## config.mk

```make
export PLATFORM = sky130hd
export DESIGN_NAME = kve_mac
export DESIGN_NICKNAME = d
export VERILOG_FILES = /design/src/design/kve_pkg.sv /design/src/design/kve_mac.sv
export SDC_FILE = /design/constraint.sdc
export NUM_CORES = 2
export LEC_CHECK = 0
export BUFFER_PORTS_ARGS = -buffer_cell sky130_fd_sc_hd__buf_2
export CELL_PAD_IN_SITES_DETAIL_PLACEMENT = 1
export CELL_PAD_IN_SITES_GLOBAL_PLACEMENT = 1
export CORE_MARGIN = 2
export CORE_UTILIZATION = 38
export CTS_CLUSTER_SIZE = 25
export DETAILED_ROUTE_END_ITERATION = 10
export PLACE_DENSITY_LB_ADDON = 0.1
export SLEW_MARGIN = 0
export SYNTH_ARGS = -nofsm -noshare
export SYNTH_HDL_FRONTEND = slang
export SYNTH_SLANG_ARGS = --single-unit
```

## constraint.sdc

```tcl
create_clock -name clk -period 19.75 [get_ports clk]
set_clock_uncertainty 0.1 [all_clocks]
set_input_delay 3.95 -clock clk [delete_from_list [all_inputs] [get_ports clk]]
set_output_delay 3.95 -clock clk [all_outputs]
set_load 0.02 [all_outputs]
```

## src/design/kve_pkg.sv

```systemverilog
// Shared types and constants of the Kalman velocity estimator.
`timescale 1ns / 1ps
package kve_pkg;

  // Multiplier operand and accumulator widths
  localparam int OP_W  = 33;
  localparam int ACC_W = 50;

  localparam logic signed [OP_W-1:0] FX_ONE     = 33'sd65536;
  localparam logic signed [OP_W-1:0] FX_NEG_ONE = -33'sd65536;
  localparam logic signed [31:0]     FX_MAX     = 32'sh7FFF_FFFF;
  localparam logic signed [31:0]     FX_MIN     = 32'sh8000_0000;

  // Configuration register indexes
  localparam logic [1:0] REG_PROCESS_NOISE     = 2'd0;
  localparam logic [1:0] REG_MEASUREMENT_NOISE = 2'd1;

  // Sequencer phases, in execution order
  typedef enum logic [12:0] {
    PH_X0A  = 13'b0000000000001,
    PH_X0B  = 13'b0000000000010,
    PH_X1   = 13'b0000000000100,
    PH_PROW = 13'b0000000001000,
    PH_PCOL = 13'b0000000010000,
    PH_PQ   = 13'b0000000100000,
    PH_PS   = 13'b0000001000000,
    PH_ROW0 = 13'b0000010000000,
    PH_DIV  = 13'b0000100000000,
    PH_E    = 13'b0001000000000,
    PH_XC   = 13'b0010000000000,
    PH_PC   = 13'b0100000000000,
    PH_POS  = 13'b1000000000000
  } phase_t;

  // Steps of one element within a phase
  typedef enum logic [5:0] {
    ST_IDLE = 6'b000001,
    ST_RDA  = 6'b000010,
    ST_RDB  = 6'b000100,
    ST_GO   = 6'b001000,
    ST_WAIT = 6'b010000,
    ST_WR   = 6'b100000
  } step_t;

endpackage

```

## src/design/kve_mac.sv

```systemverilog
// Pipelined multiply, round and accumulate unit with saturated result.
`timescale 1ns / 1ps
module kve_mac (
  input  logic                             clk,
  input  logic                             rst_n,
  input  logic                             start,
  input  logic signed [kve_pkg::OP_W-1:0]  a,
  input  logic signed [kve_pkg::OP_W-1:0]  b,
  input  logic signed [kve_pkg::ACC_W-1:0] addend,
  output logic                             done,
  output logic signed [kve_pkg::ACC_W-1:0] sum,
  output logic signed [31:0]               res
);
  import kve_pkg::*;

  localparam int PW = 2 * OP_W;

  logic                    v1_r, v2_r, v3_r;
  logic signed [PW-1:0]    prod_r;
  logic signed [ACC_W-1:0] add1_r, add2_r, rnd_r, sum_r;
  logic signed [PW-1:0]    biased;

  // round to nearest, ties away from zero
  assign biased = prod_r + (prod_r[PW-1] ? PW'(32767) : PW'(32768));

  // valid pipe
  always_ff @(posedge clk) begin
    if (!rst_n) begin
      v1_r <= 1'b0;
      v2_r <= 1'b0;
      v3_r <= 1'b0;
    end else begin
      v1_r <= start;
      v2_r <= v1_r;
      v3_r <= v2_r;
    end
  end

  // datapath stages
  always_ff @(posedge clk) begin
    if (start) begin
      prod_r <= a * b;
      add1_r <= addend;
    end
    if (v1_r) begin
      rnd_r  <= biased[ACC_W+15:16];
      add2_r <= add1_r;
    end
    if (v2_r) begin
      sum_r <= add2_r + rnd_r;
    end
  end

  assign done = v3_r;
  assign sum  = sum_r;

  // clamp to signed 32-bit range
  always_comb begin
    if (sum_r > ACC_W'(FX_MAX)) res = FX_MAX;
    else if (sum_r < ACC_W'(FX_MIN)) res = FX_MIN;
    else res = sum_r[31:0];
  end

endmodule

```

[After elaboration in Yosys (flattened, before gate mapping)]
Index checks and enable logic that the tools add are counted.
Cells by class
  $add $sub $neg: 2
  $mul: 1
  $lt $le $gt $ge: 2
  mux-type cells: 3
Operators with widths (number)
  66-bit by 17-bit adder with 66-bit output: 1
  33-bit by 33-bit multiplier with 66-bit output: 1
  32-bit two-way mux: 2
  50-bit adder: 1
  50-bit by 32-bit greater-than comparator with 1-bit output (second input constant): 1
  50-bit by 32-bit < comparator with 1-bit output (second input constant): 1
  16-bit two-way mux: 1
Storage, ports and cells
  bits in registers: 269
  input port bits: 119
  output and inout bits: 83
  word-level logic and storage cells: 16

[Longest topological paths before layout]
  word-level depth: 3
  mapped depth: 29
  mapped depth without buffers: 28

[Worst setup path before layout]
No wires, ideal clock.
  kind: input-to-reg
  from: input a[32] (netlist name)
  to: register prod_r[62], data pin
  library setup time: 0.269 ns
  arrival time: 10.942 ns
  required time: 19.381 ns
  slack: 8.439 ns
  stages: 25
  cell sequence: clkbuf_1 nand2_1 inv_1 fa_1 fa_1 fa_1 inv_1 fa_1 fa_1 fa_1 inv_1 fa_1 fa_1 ha_1 clkbuf_1 a21o_1 a21o_1 a21oi_1 o21ai_0 a21o_1 a221oi_1 a21oi_1 nor3_1 o31ai_1 xor2_1
On the way
  word-level cells in the longest chain between the ends: 1
Ends and longest elaborated chain
  start: declaration: RTL line kve_mac.sv:7  | input logic signed [kve_pkg::OP_W-1:0] a,
  33-bit by 33-bit multiplier with 66-bit output: RTL line kve_mac.sv:42  | prod_r <= a * b;
  end signal: assignment: RTL line kve_mac.sv:42
  end: declaration: RTL line kve_mac.sv:19  | logic signed [PW-1:0] prod_r;
No other way between the ends.
A chain may end at the register's enable or synchronous reset.

[Worst setup path after layout]
  from: input b[6] (netlist name)
  to: register prod_r[63], data pin
On the way
  word-level cells in the longest chain between the ends: 1
Ends and longest elaborated chain
  start: declaration: RTL line kve_mac.sv:8  | input logic signed [kve_pkg::OP_W-1:0] b,
  33-bit by 33-bit multiplier with 66-bit output: RTL line kve_mac.sv:42
No other way between the ends.

==> summary.md <==
| Metric | Value |
|---|---|
| WP data arrival | 12.42 ns |
| Layout area overhead | 6.51% |
| DP Worst Slack | 6.98 ns |
| Most used cell, CP | fa_1 |
| Sum of negative setup slack | 0 ns |
| Tot GR Track Use | 0.227 |
| Worst path max stage delay | 0.87 ns |
| Final worst slack | 7.52 ns |
| Routed vias | 34,200 |
| CP max-delay cell | fa_1 |
| Die X | 370 µm |
| Min-delay worst type | flip-flop to flip-flop |
| Hold wc startpoint | add1_r[12]$_DFFE_PP_ |
| # rows | 134 |
| Die ar. | 137,000 µm² |
| Post-CTS Resized | 0 |
| Final worst-path cycle share | 0.619 |
| Wirelength per Cell | 22.0 µm |
| Num ports | 202 |
| Min Tclk post-route | 12.23 ns |
| RSZ-0062 raised after global routing | false |
| Hold path depth | 0 |
| Total iterations of the first detailed-routing run | 5 |
| Synth warnings | 0 |
| Final Routed Wirelength | 152,000 µm |
| Synthesized area per cell | 10.0 µm² |
| CTS clk-pin slew, worst paths | 0.07 ns |
| Syn_nets | 6,642 |
| Grt ovf | 0 |
| Total CTS buffers | 23 |
| Final Wtd Congestion | 0.849 |
| Layout cell share with drive strength beyond 1 | 0.0559 |
| DRC Markers | 0 |
| Final Hold Fails | 0 |
| First-pass GRT wire length | 237,000 µm |
| Peak fanout along the critical path | 33 |
| Initial Util | 0.382 |
| Fill cell count | 15,100 |
| Root Driver | clkbuf_16 |
| Iteration-0 DRC Markers | 1,928 |
| Register area share after synthesis | 0.158 |
| Detail Route Antenna Nets | 0 |
| Worst Setup End Kind | flip-flop |
| H-tree levels | 1 |
| Predominant post-synthesis flop cell | edfxtp_1 |
| I/O Buffers | 201 |
| Multi-input gate area | 37,900 µm² |
| Startpoint types | primary input |
| Die height | 370 µm |
| Worst path cell trace | buf_2, nand2_1, inv_1, fa_1, fa_1, inv_1, fa_1, inv_1, fa_1, inv_1, fa_1, fa_1, fa_1, fa_1, inv_1, ha_1, nand4_1, or3_1, nor4_1, o41ai_1, o21ai_0, a21oi_1, xnor2_1 |
| Status | finished clean |
| Largest net degree at the start of global routing | 73 |
| Highest clock rate | 81.8 MHz |
| Max-slew violations | 0 |
| Pin slew with the least headroom to its limit | 1.00 ns |
| Nets | 6,665 |
| WHS Endpoint | add2_r[12]$_DFFE_PP_ |
| Setup Crit Path Kind | primary input to flip-flop |
| R2r setup slk | 15.59 ns |
| R2R cell count | 11 |
| Post-synth EDFFs | 266 |
| Clk_lat worst skew | 0.53 ns |
| Via/cell ratio | 4.96 |
| Setup Viol. Count Final | 0 |
| Hold_ws | 0.317 ns |
| Reg2reg start | prod_r[65]$_DFFE_PP_ |
| Post-synth cell types | 68 |
| Sequential cell area | 8050 µm² |
| Core Footprint | 133,000 µm² |
| Vias in the first global route | 38,300 |
| Reg2reg end | rnd_r[49]$_DFFE_PP_ |
| CTS tree | built |
| Post-CTS Setup Bufs | 0 |
| CTS Hold Bufs | 0 |
| Fraction of registers with async set/reset | 0 |
| Clk buf depth | 3 |
| CP required | 19.94 ns |
| Max Cap Viol | 0 |
| Cells after DPL | 6,862 |
| Synth Register Bits | 269 |
| Post-DP HPWL | 121,000 µm |
| Initial antenna violation count | 7 |
| Post-Syn Area | 51,000 µm² |
| Relative slew margins | 0.326 |
| Post-Syn Instances | 5,096 |
| CTS sink cnt | 269 |
| Post-layout instance count excluding filler cells | 6,902 |
metal layers:
metal | vias to the layer above | part of all wire | global-route usage
met5 | - | 0.00029 | 0
met4 | 6 | 0.0071 | 0.0213
met3 | 58 | 0.067 | 0.0389
met2 | 717 | 0.42 | 0.337
met1 | 18100 | 0.51 | 0.358
li1 | 15300 | - | -
cell usage in the layout (no fill, tap or decap), drive strengths merged, types with 28 or more instances in the layout:
master and count:
a21oi 109, clkbuf 28, and2 543, buf 236, edfxtp 266, nand3 49
fa 1146, nand2 671, o21ai 69, nor2 116, inv 1104, xor2 46
xnor2 116, ha 281, a21o 83
cells in the mapped netlist (3+ instances only):
master | instances | area [µm²]
inv_1 | 1102 | 4140
nor3b_1 | 3 | 22.5
o41ai_1 | 4 | 35.0
nand2_1 | 671 | 2520
o21ai_0 | 58 | 290
o21a_1 | 10 | 75.1
and4_1 | 7 | 61.3
o21bai_1 | 16 | 120
a211oi_1 | 11 | 82.6
and2_1 | 543 | 3400
a221oi_1 | 3 | 26.3
clkbuf_1 | 238 | 893
o211ai_1 | 11 | 82.6
or3_1 | 9 | 56.3
nand3_1 | 49 | 245
nand2b_1 | 26 | 163
nand4_1 | 27 | 169
a211o_1 | 4 | 35.0
fa_1 | 1146 | 22900
nor4_1 | 6 | 37.5
xor2_1 | 46 | 403
o21ai_1 | 11 | 55.1
ha_1 | 281 | 3520
a31o_2 | 4 | 35.0
o31ai_1 | 6 | 45.0
nor2b_1 | 8 | 50.1
a21oi_1 | 109 | 546
nor3_1 | 22 | 110
and3_1 | 24 | 150
xnor2_1 | 116 | 1020
a31oi_1 | 7 | 43.8
a21o_1 | 83 | 623
a21boi_0 | 5 | 37.5
dfxtp_1 | 3 | 60.1
edfxtp_1 | 266 | 7990
a311oi_1 | 3 | 26.3
nor2_1 | 115 | 432
worst max-delay path by stage:
stage / startpoint / to / slack, ns / depth (start not counted)
finish: b[6] / prod_r[63]$_DFFE_PP_ / 7.52 / 23
global route: b[6] / prod_r[63]$_DFFE_PP_ / 7.21 / 23
CTS: b[6] / prod_r[63]$_DFFE_PP_ / 7.54 / 23
detailed placement: b[6] / prod_r[63]$_DFFE_PP_ / 6.98 / 23
global placement: b[6] / prod_r[63]$_DFFE_PP_ / 7.01 / 23
floorplan: a[32] / prod_r[62]$_DFFE_PP_ / 8.44 / 25
final cells by class:
cell class / instances / area share
clock buffers: 28 / 0.0109
flip-flops and latches: 269 / 0.148
well taps: 1768 / 0.0408
multi-input cells: 3486 / 0.698
inverters: 1103 / 0.0763
diodes: 1 / 0.0000461
repair buffers: 236 / 0.0234
clock inverters: 11 / 0.00210
sequential cells by signal (all words and copies together), names as in the netlist:
name	flops
add1_r	50
add2_r	50
done	1
prod_r	66
rnd_r	50
sum	50
v1_r	1
v2_r	1
kinds of logic after synthesis:
family                   count (synthesis)  synth area share
multiplexers                             2          0.000393
buffers and inverters                 1341            0.0988
AO/OA/AOI/OAI                          374            0.0487
XOR/XNOR                               162            0.0278
AND/OR/NAND/NOR                       1521             0.147
flip-flops                             269             0.158
adder cells (fa/ha/maj)               1427             0.519
critical path, delay by kind of cell:
kind | cells | cell delay [ns]
adders and majority gates | 9 | 5.08
buffers and inverters | 6 | 1.40
and+or+nand+nor | 4 | 1.28
AOI/OAI and AO/OA | 3 | 0.54
xor gates and xnor gates | 1 | 0.13
stage by stage:
step	instance area [µm²]	util
finish	54300	0.407
global route	54300	0.407
CTS	54300	0.407
detailed placement	53600	0.402
global placement	53600	0.402
floorplan	51000	-
Power is not shown: default switching activity piles up to over one toggle a cycle in this logic, so the estimate is an artifact.
