[src/design/kve_pkg.sv]
// Shared types and constants of the Kalman velocity estimator.
`timescale 1ns / 1ps
package kve_pkg;

  // Multiplier operand and accumulator widths
  localparam int OP_W  = 33;
  localparam int ACC_W = 50;

  localparam logic signed [OP_W-1:0] FX_ONE     = 33'sd65536;
  localparam logic signed [OP_W-1:0] FX_NEG_ONE = -33'sd65536;
  localparam logic signed [31:0]     FX_MAX     = 32'sh7FFF_FFFF;
  localparam logic signed [31:0]     FX_MIN     = 32'sh8000_0000;

  // Configuration register indexes
  localparam logic [1:0] REG_PROCESS_NOISE     = 2'd0;
  localparam logic [1:0] REG_MEASUREMENT_NOISE = 2'd1;

  // Sequencer phases, in execution order
  typedef enum logic [12:0] {
    PH_X0A  = 13'b0000000000001,
    PH_X0B  = 13'b0000000000010,
    PH_X1   = 13'b0000000000100,
    PH_PROW = 13'b0000000001000,
    PH_PCOL = 13'b0000000010000,
    PH_PQ   = 13'b0000000100000,
    PH_PS   = 13'b0000001000000,
    PH_ROW0 = 13'b0000010000000,
    PH_DIV  = 13'b0000100000000,
    PH_E    = 13'b0001000000000,
    PH_XC   = 13'b0010000000000,
    PH_PC   = 13'b0100000000000,
    PH_POS  = 13'b1000000000000
  } phase_t;

  // Steps of one element within a phase
  typedef enum logic [5:0] {
    ST_IDLE = 6'b000001,
    ST_RDA  = 6'b000010,
    ST_RDB  = 6'b000100,
    ST_GO   = 6'b001000,
    ST_WAIT = 6'b010000,
    ST_WR   = 6'b100000
  } step_t;

endpackage

[src/design/kve_div.sv]
// Bit-serial Q16.16 divider, rounded to nearest and saturated.
`timescale 1ns / 1ps
module kve_div (
  input  logic               clk,
  input  logic               rst_n,
  input  logic               start,
  input  logic signed [31:0] num,
  input  logic signed [31:0] den,
  output logic               done,
  output logic signed [31:0] quo
);
  import kve_pkg::*;

  localparam int NB = 48;
  localparam int CW = $clog2(NB + 1);

  logic              busy_r, done_r, neg_r, zero_r;
  logic [CW-1:0]     cnt_r;
  logic [NB-1:0]     dq_r;
  logic [32:0]       rem_r;
  logic [31:0]       md_r;
  logic signed [31:0] quo_r;
  logic [32:0]       mn, rem_sh;
  logic [31:0]       md;
  logic              ge;
  logic [31:0]       qlow;

  assign mn     = num[31] ? 33'(-{num[31], num}) : {1'b0, num};
  assign md     = den[31] ? 32'(-den) : den;
  assign rem_sh = {rem_r[31:0], dq_r[NB-1]};
  assign ge     = rem_sh >= {1'b0, md_r};
  assign qlow   = dq_r[31:0];

  // control
  always_ff @(posedge clk) begin
    if (!rst_n) begin
      busy_r <= 1'b0;
      done_r <= 1'b0;
      cnt_r  <= '0;
    end else begin
      done_r <= 1'b0;
      if (start) begin
        busy_r <= 1'b1;
        cnt_r  <= '0;
      end else if (busy_r) begin
        if (cnt_r == CW'(NB)) begin
          busy_r <= 1'b0;
          done_r <= 1'b1;
        end else begin
          cnt_r <= cnt_r + 1'b1;
        end
      end
    end
  end

  // restoring division, one quotient bit a cycle
  always_ff @(posedge clk) begin
    if (start) begin
      neg_r  <= num[31] ^ den[31];
      zero_r <= (den == '0);
      md_r   <= md;
      rem_r  <= '0;
      dq_r   <= NB'({mn, 16'b0}) + NB'(md >> 1);
    end else if (busy_r) begin
      if (cnt_r == CW'(NB)) begin
        if (zero_r) quo_r <= '0;
        else if (neg_r) quo_r <= (dq_r[NB-1:31] != '0) ? FX_MIN : $signed(-qlow);
        else quo_r <= (dq_r[NB-1:31] != '0) ? FX_MAX : $signed(qlow);
      end else begin
        rem_r <= ge ? (rem_sh - {1'b0, md_r}) : rem_sh;
        dq_r  <= {dq_r[NB-2:0], ge};
      end
    end
  end

  assign done = done_r;
  assign quo  = quo_r;

endmodule

[config.mk]
export PLATFORM = sky130hd
export DESIGN_NAME = kve_div
export DESIGN_NICKNAME = d
export VERILOG_FILES = /design/src/design/kve_pkg.sv /design/src/design/kve_div.sv
export SDC_FILE = /design/constraint.sdc
export NUM_CORES = 1
export LEC_CHECK = 0
export BUFFER_PORTS_ARGS = -buffer_cell sky130_fd_sc_hd__clkbuf_2
export CAP_MARGIN = 20
export CORE_MARGIN = 8
export CORE_UTILIZATION = 36
export DETAILED_ROUTE_END_ITERATION = 12
export PLACE_DENSITY = 0.63
export SYNTH_ARGS = -nofsm -noshare
export SYNTH_HDL_FRONTEND = slang
export SYNTH_SLANG_ARGS = --single-unit
[constraint.sdc]
create_clock -name clk -period 5.85 [get_ports clk]
set_clock_uncertainty 0.15 [all_clocks]
set_input_delay 0.2925 -clock clk [delete_from_list [all_inputs] [get_ports clk]]
set_output_delay 0.2925 -clock clk [all_outputs]
set_load 0.005 [all_outputs]
# ---- Yosys cells after proc, flatten, opt, wreduce, memory -nomap -nowiden
# Index checks and enable logic that the tools add are counted.
# W data, S select, Z words.
dict set report classes {
  magnitude_cmp 1
  n_reduce_logical 8
  bitwise_logic 5
  mux 13
  addsub 6
  eq_ne 2
}
# op count
set op_table {}
lappend op_table {{$mux W32} 6}
lappend op_table {{$mux W48} 3}
lappend op_table {{$neg A32 Y32} 3}
lappend op_table {{$add A48 B31 Y48} 1}
lappend op_table {{$ge A33 B32 Y1} 1}
lappend op_table {{$logic_not A32 Y1} 1}
lappend op_table {{$sub A32 B32 Y32} 1}
lappend op_table {{$reduce_bool A17 Y1} 1}
lappend op_table {{$add A6 B1 Y6 const B} 1}
lappend op_table {{$eq A6 B6 Y1 const B} 1}
lappend op_table {{$mux W1} 4}
lappend op_table {{$not A1 Y1} 4}
lappend op_table {{$reduce_and A2 Y1} 2}
lappend op_table {{$reduce_and A3 Y1} 1}
lappend op_table {{$reduce_or A3 Y1} 1}
lappend op_table {{$ne A2 B2 Y1 const B} 1}
lappend op_table {{$reduce_bool A2 Y1} 1}
lappend op_table {{$reduce_or A2 Y1} 1}
lappend op_table {{$xor A1 B1 Y1} 1}
dict set report totals {
  register_bits 154
  elab_cells 44
}

# ---- Depth between registers and ports, before layout
dict set report logic_depth {
  word_depth 4
  depth_mapped 19
  depth_no_buf 19
}

# ---- Worst setup path before layout
# Ideal clock, no wire load.
dict set report synth_path {
  path_type {input -> register}
  from {in den[3]}
  to {reg dq_r[41] (data pin)}
  setup_ns 0.260
  arrival_ns 5.221
  cell_stages 18
  setup_slack_ns 0.220
  n_path_buf 0
  t_required_ns 5.440
  path_cell_list {or3_1 -> or4_1 -> nand2b_1 -> or3b_1 -> nand2b_1 -> or4_1 -> nand2b_1 -> o21ai_1 -> xnor2_1 -> ha_1 -> a21o_1 -> o41a_1 -> o311ai_0 -> nand3_1 -> a221oi_2 -> and3b_1 -> xor2_1 -> mux2_2}
}
dict set report synth_between {
  elab_chain_len 4
}
# item line_no
set synth_rtl {}
lappend synth_rtl {{start: declaration} kve_div.sv:8} ;# input logic signed [31:0] den,
lappend synth_rtl {{$neg A32 Y32} kve_div.sv:29} ;# assign md = den[31] ? 32'(-den) : den;
lappend synth_rtl {{$mux W32} kve_div.sv:29}
lappend synth_rtl {{via md[25]} kve_div.sv:24} ;# logic [31:0] md;
lappend synth_rtl {{$add A48 B31 Y48} kve_div.sv:63} ;# dq_r <= NB'({mn, 16'b0}) + NB'(md >> 1);
lappend synth_rtl {{$mux W48} kve_div.sv:58} ;# if (start) begin
lappend synth_rtl {{end signal: assignment} kve_div.sv:63}
lappend synth_rtl {{end signal: assignment} kve_div.sv:71} ;# dq_r <= {dq_r[NB-2:0], ge};
lappend synth_rtl {{end: declaration} kve_div.sv:19} ;# logic [NB-1:0] dq_r;
# The timed path passes the listed nets, and every way through them passes these cells.
# A chain may end at the register's enable or synchronous reset.

# ---- Worst setup path after layout
dict set report layout_path {
  from {in den[3]}
  to {reg dq_r[45] (data pin)}
}
# Same word-level chain as after synthesis.

==> summary.txt <==
Synthesis
  • Post-synth EDFFs: 114
  • Yosys warns: 0
  • Net count after synthesis: 1301
  • Mean post-synth cell area: 9.28 um2
  • Synth unique cells: 80
  • Post-synthesis sequential area ratio: 38.5%
  • Synth Instances: 1181
  • #FFs+latches synth: 154
  • Ys async rst share: 0%
  • Cell Area, Synth: 11000 um2
  • Ys flop type: edfxtp_1

Setup path
  • Critical path's slowest cell: or4_1
  • CP Class: in -> reg
  • CP delay by family, top: simple AND/OR/NAND/NOR gates
  • Worst Setup End Kind: flop
  • Worst-path cell chain: clkbuf_2 > or3_1 > or4_1 > nand2b_1 > or3b_1 > nand2b_1 > or4_1 > nand2b_1 > o21ai_1 > xnor2_1 > ha_1 > a21o_1 > o41a_1 > o311ai_1 > nand3_1 > a221oi_4 > buf_4 > nor3_2 > xnor2_1 > mux2_2
  • Worst path max stage delay: 470 ps
  • Worst path arrival time: 5480 ps
  • CP required: 5890 ps
  • CP startpoint kind: primary input
  • CP max FO: 4
  • CP Buf/Inv Count: 2
  • Top cell by count, worst path: nand2b_1

Floorplan
  • # IOs: 100
  • Die H: 191 um
  • Initial core utilization: 36.2%
  • Die Span X: 191 um
  • Core Region: 30300 um2
  • Row count: 64
  • Die Area: 36300 um2

Route
  • Routed WL per cell: 17.2 um
  • Post-route ant nets: 0
  • Final WL: 29000 um
  • First drt pass iteration count: 5
  • Routed vias: 9276
  • Initial drt markers: 761
  • DRC: 0
  • Vias per cell: 5.51

Global route
  • Global route hottest layer: met2
  • Grt ovf: 0
  • M1 GR Usage: 20.7%
  • All-Layer GR Usage: 15.7%
  • Vias in the first global route: 8779
  • First-pass GRT wire length: 46000 um
  • Met3 Resource Use GR: 3.79%
  • Routing usage on met2: 25.3%
  • Number of antenna violations at the first check in global routing: 6
  • Pin count of the biggest net entering global routing: 50

Power and ir drop
  • VDD IR max: 0.194 mV
  • Pleak: 4.95 nW
  • Power per cell area: 250 nW/um2

Finish
  • Nets: 1390
  • Area grow syn2layout: 14.6%
  • Share of layout cells above drive strength 1: 16.2%
  • Finished Layout Cells: 1682
  • Layout Utilization: 41.5%

Placed design
  • Port Buffers: 99
  • Final GP Congestion: 0.882
  • Worst slack, placed: -107 ps
  • Hpwl dp: 22000 um
  • Placed cells: 1644

STA
  • F_max: 184 MHz
  • TNS Setup: 0 ps
  • RSZ-0062 raised after global routing: no
  • Fin crit period: 5450 ps
  • Slew Limit Fails: 0
  • Final Hold Fails: 0
  • Endpoints failing setup: 0
  • Min setup slack post-route: 404 ps
  • Slew Limit Headroom: 24.8%
  • Final Cycle Share: 93.1%
  • Slew of the pin with the lowest slew margin: 1120 ps

Clocking
  • Clk buf depth: 2
  • H-tree Lvls: 4
  • Skew-Pair Late Insertion Delay: 430 ps
  • Root buf cell: clkbuf_16
  • Clk slew on worst S/H paths: 60 ps
  • TritonCTS clock tree: built
  • Setup bufs post-CTS: 0
  • CTS sink cnt: 154
  • Num CTS Buffers: 17

Run status
  • Run status: complete, no violations

Run
  • Max_cap viols: 0

Hold path
  • Worst hold path type: in -> reg
## what timing repair did
action                                  4_1_cts  5_1_grt
endpoints found under the hold margin         3        0
hold buffers                                  2        0
resized for setup                             0        2
endpoints found under the setup margin        0        7
## cell type report
cell class                 instances  area [um2]
antenna                            3        7.51
clock buffer                      18         429
clock inverter                    14         169
fill                            3036       17700
inverter                          59         221
multi-input combinational        916        6340
sequential                       154        4220
tap                              396         495
timing repair buffer             122         676
## flip-flops by register name, indices dropped and copies added, names as in the netlist
register / flops
rem_r: 32
md_r: 32
zero_r: 1
busy_r: 1
done: 1
cnt_r: 6
dq_r: 48
neg_r: 1
quo: 32
## cell families (layout without fill, tap and decap cells)
family / Yosys count / after routing / share of synthesized area [%]
AND/OR/NAND/NOR: 397 / 397 / 18.1
multiplexers: 60 / 60 / 5.92
AO/OA/AOI/OAI: 282 / 282 / 17.4
other: 0 / 3 / 0
flip-flops: 154 / 154 / 38.5
XOR/XNOR: 123 / 123 / 9.83
buffers and inverters: 111 / 213 / 3.91
adder cells (fa/ha/maj): 54 / 54 / 6.28
## routing by layer
layer | wire length [um] | share of wire (%) | vias up
li1 | - | - | 4552
met1 | 13100 | 45 | 4416
met2 | 13500 | 47 | 270
met3 | 2000 | 6.9 | 32
met4 | 395 | 1.4 | 6
met5 | 34 | 0.12 | -
## synth_stat cells, types with 14 or more instances
cell / number / area share (%)
nand2_1: 97 / 3.3
o21ai_0: 75 / 3.4
inv_1: 58 / 2.0
nor2b_1: 14 / 0.80
mux2i_1: 24 / 2.2
or3_1: 25 / 1.4
nand2b_1: 14 / 0.80
dfxtp_1: 40 / 7.3
clkbuf_1: 44 / 1.5
nor4_1: 15 / 0.86
a21o_1: 21 / 1.4
mux2_2: 35 / 3.6
nand3_1: 17 / 0.78
nor3_1: 34 / 1.6
o41ai_1: 15 / 1.2
o31ai_1: 21 / 1.4
edfxtp_1: 114 / 31
xor2_1: 30 / 2.4
a211oi_1: 19 / 1.3
nor2_1: 112 / 3.8
ha_1: 51 / 5.8
a21oi_1: 47 / 2.1
xnor2_1: 93 / 7.4
## layout by cell type, fill, tap and decap left out, types with 40 or more instances in the layout
master,count
clkbuf_2,98
nor2_1,111
nand2_1,97
inv_1,57
o21ai_0,75
edfxtp_1,114
xnor2_1,93
ha_1,51
a21oi_1,47
dfxtp_1,40
## metrics by stage
step / hold slack, ps / power, mW / area, um2
2_1_floorplan: 241 / 1.80 / 11000
3_3_place_gp: 313 / 1.99 / 11900
3_5_place_dp: 317 / 2.01 / 11900
4_1_cts: 61.3 / 3.16 / 12500
5_1_grt: 66.3 / 3.28 / 12600
6_report: 84.6 / 3.14 / 12600
## where the power goes
part	leakage, nW	internal (mW)	switching (mW)	total, mW
Clock	0.289	0.674	0.472	1.15
Sequential	1.43	1.29	0.0843	1.37
Combinational	3.23	0.273	0.348	0.621
## path summary, 6_finish.rpt
path	slack [ps]	from	to	cells past startpoint
worst min-delay path	80	den[27]	md_r[27]$_DFFE_PP_	2
worst min register to register	320	rem_r[23]$_SDFFE_PP0P_	rem_r[23]$_SDFFE_PP0P_	2
worst max-delay path	400	den[3]	dq_r[45]$_DFFE_PP_	20
worst max register to register	1730	md_r[1]$_DFFE_PP_	rem_r[15]$_SDFFE_PP0P_	12
No activity file was read; power rests on OpenSTA's default activity.
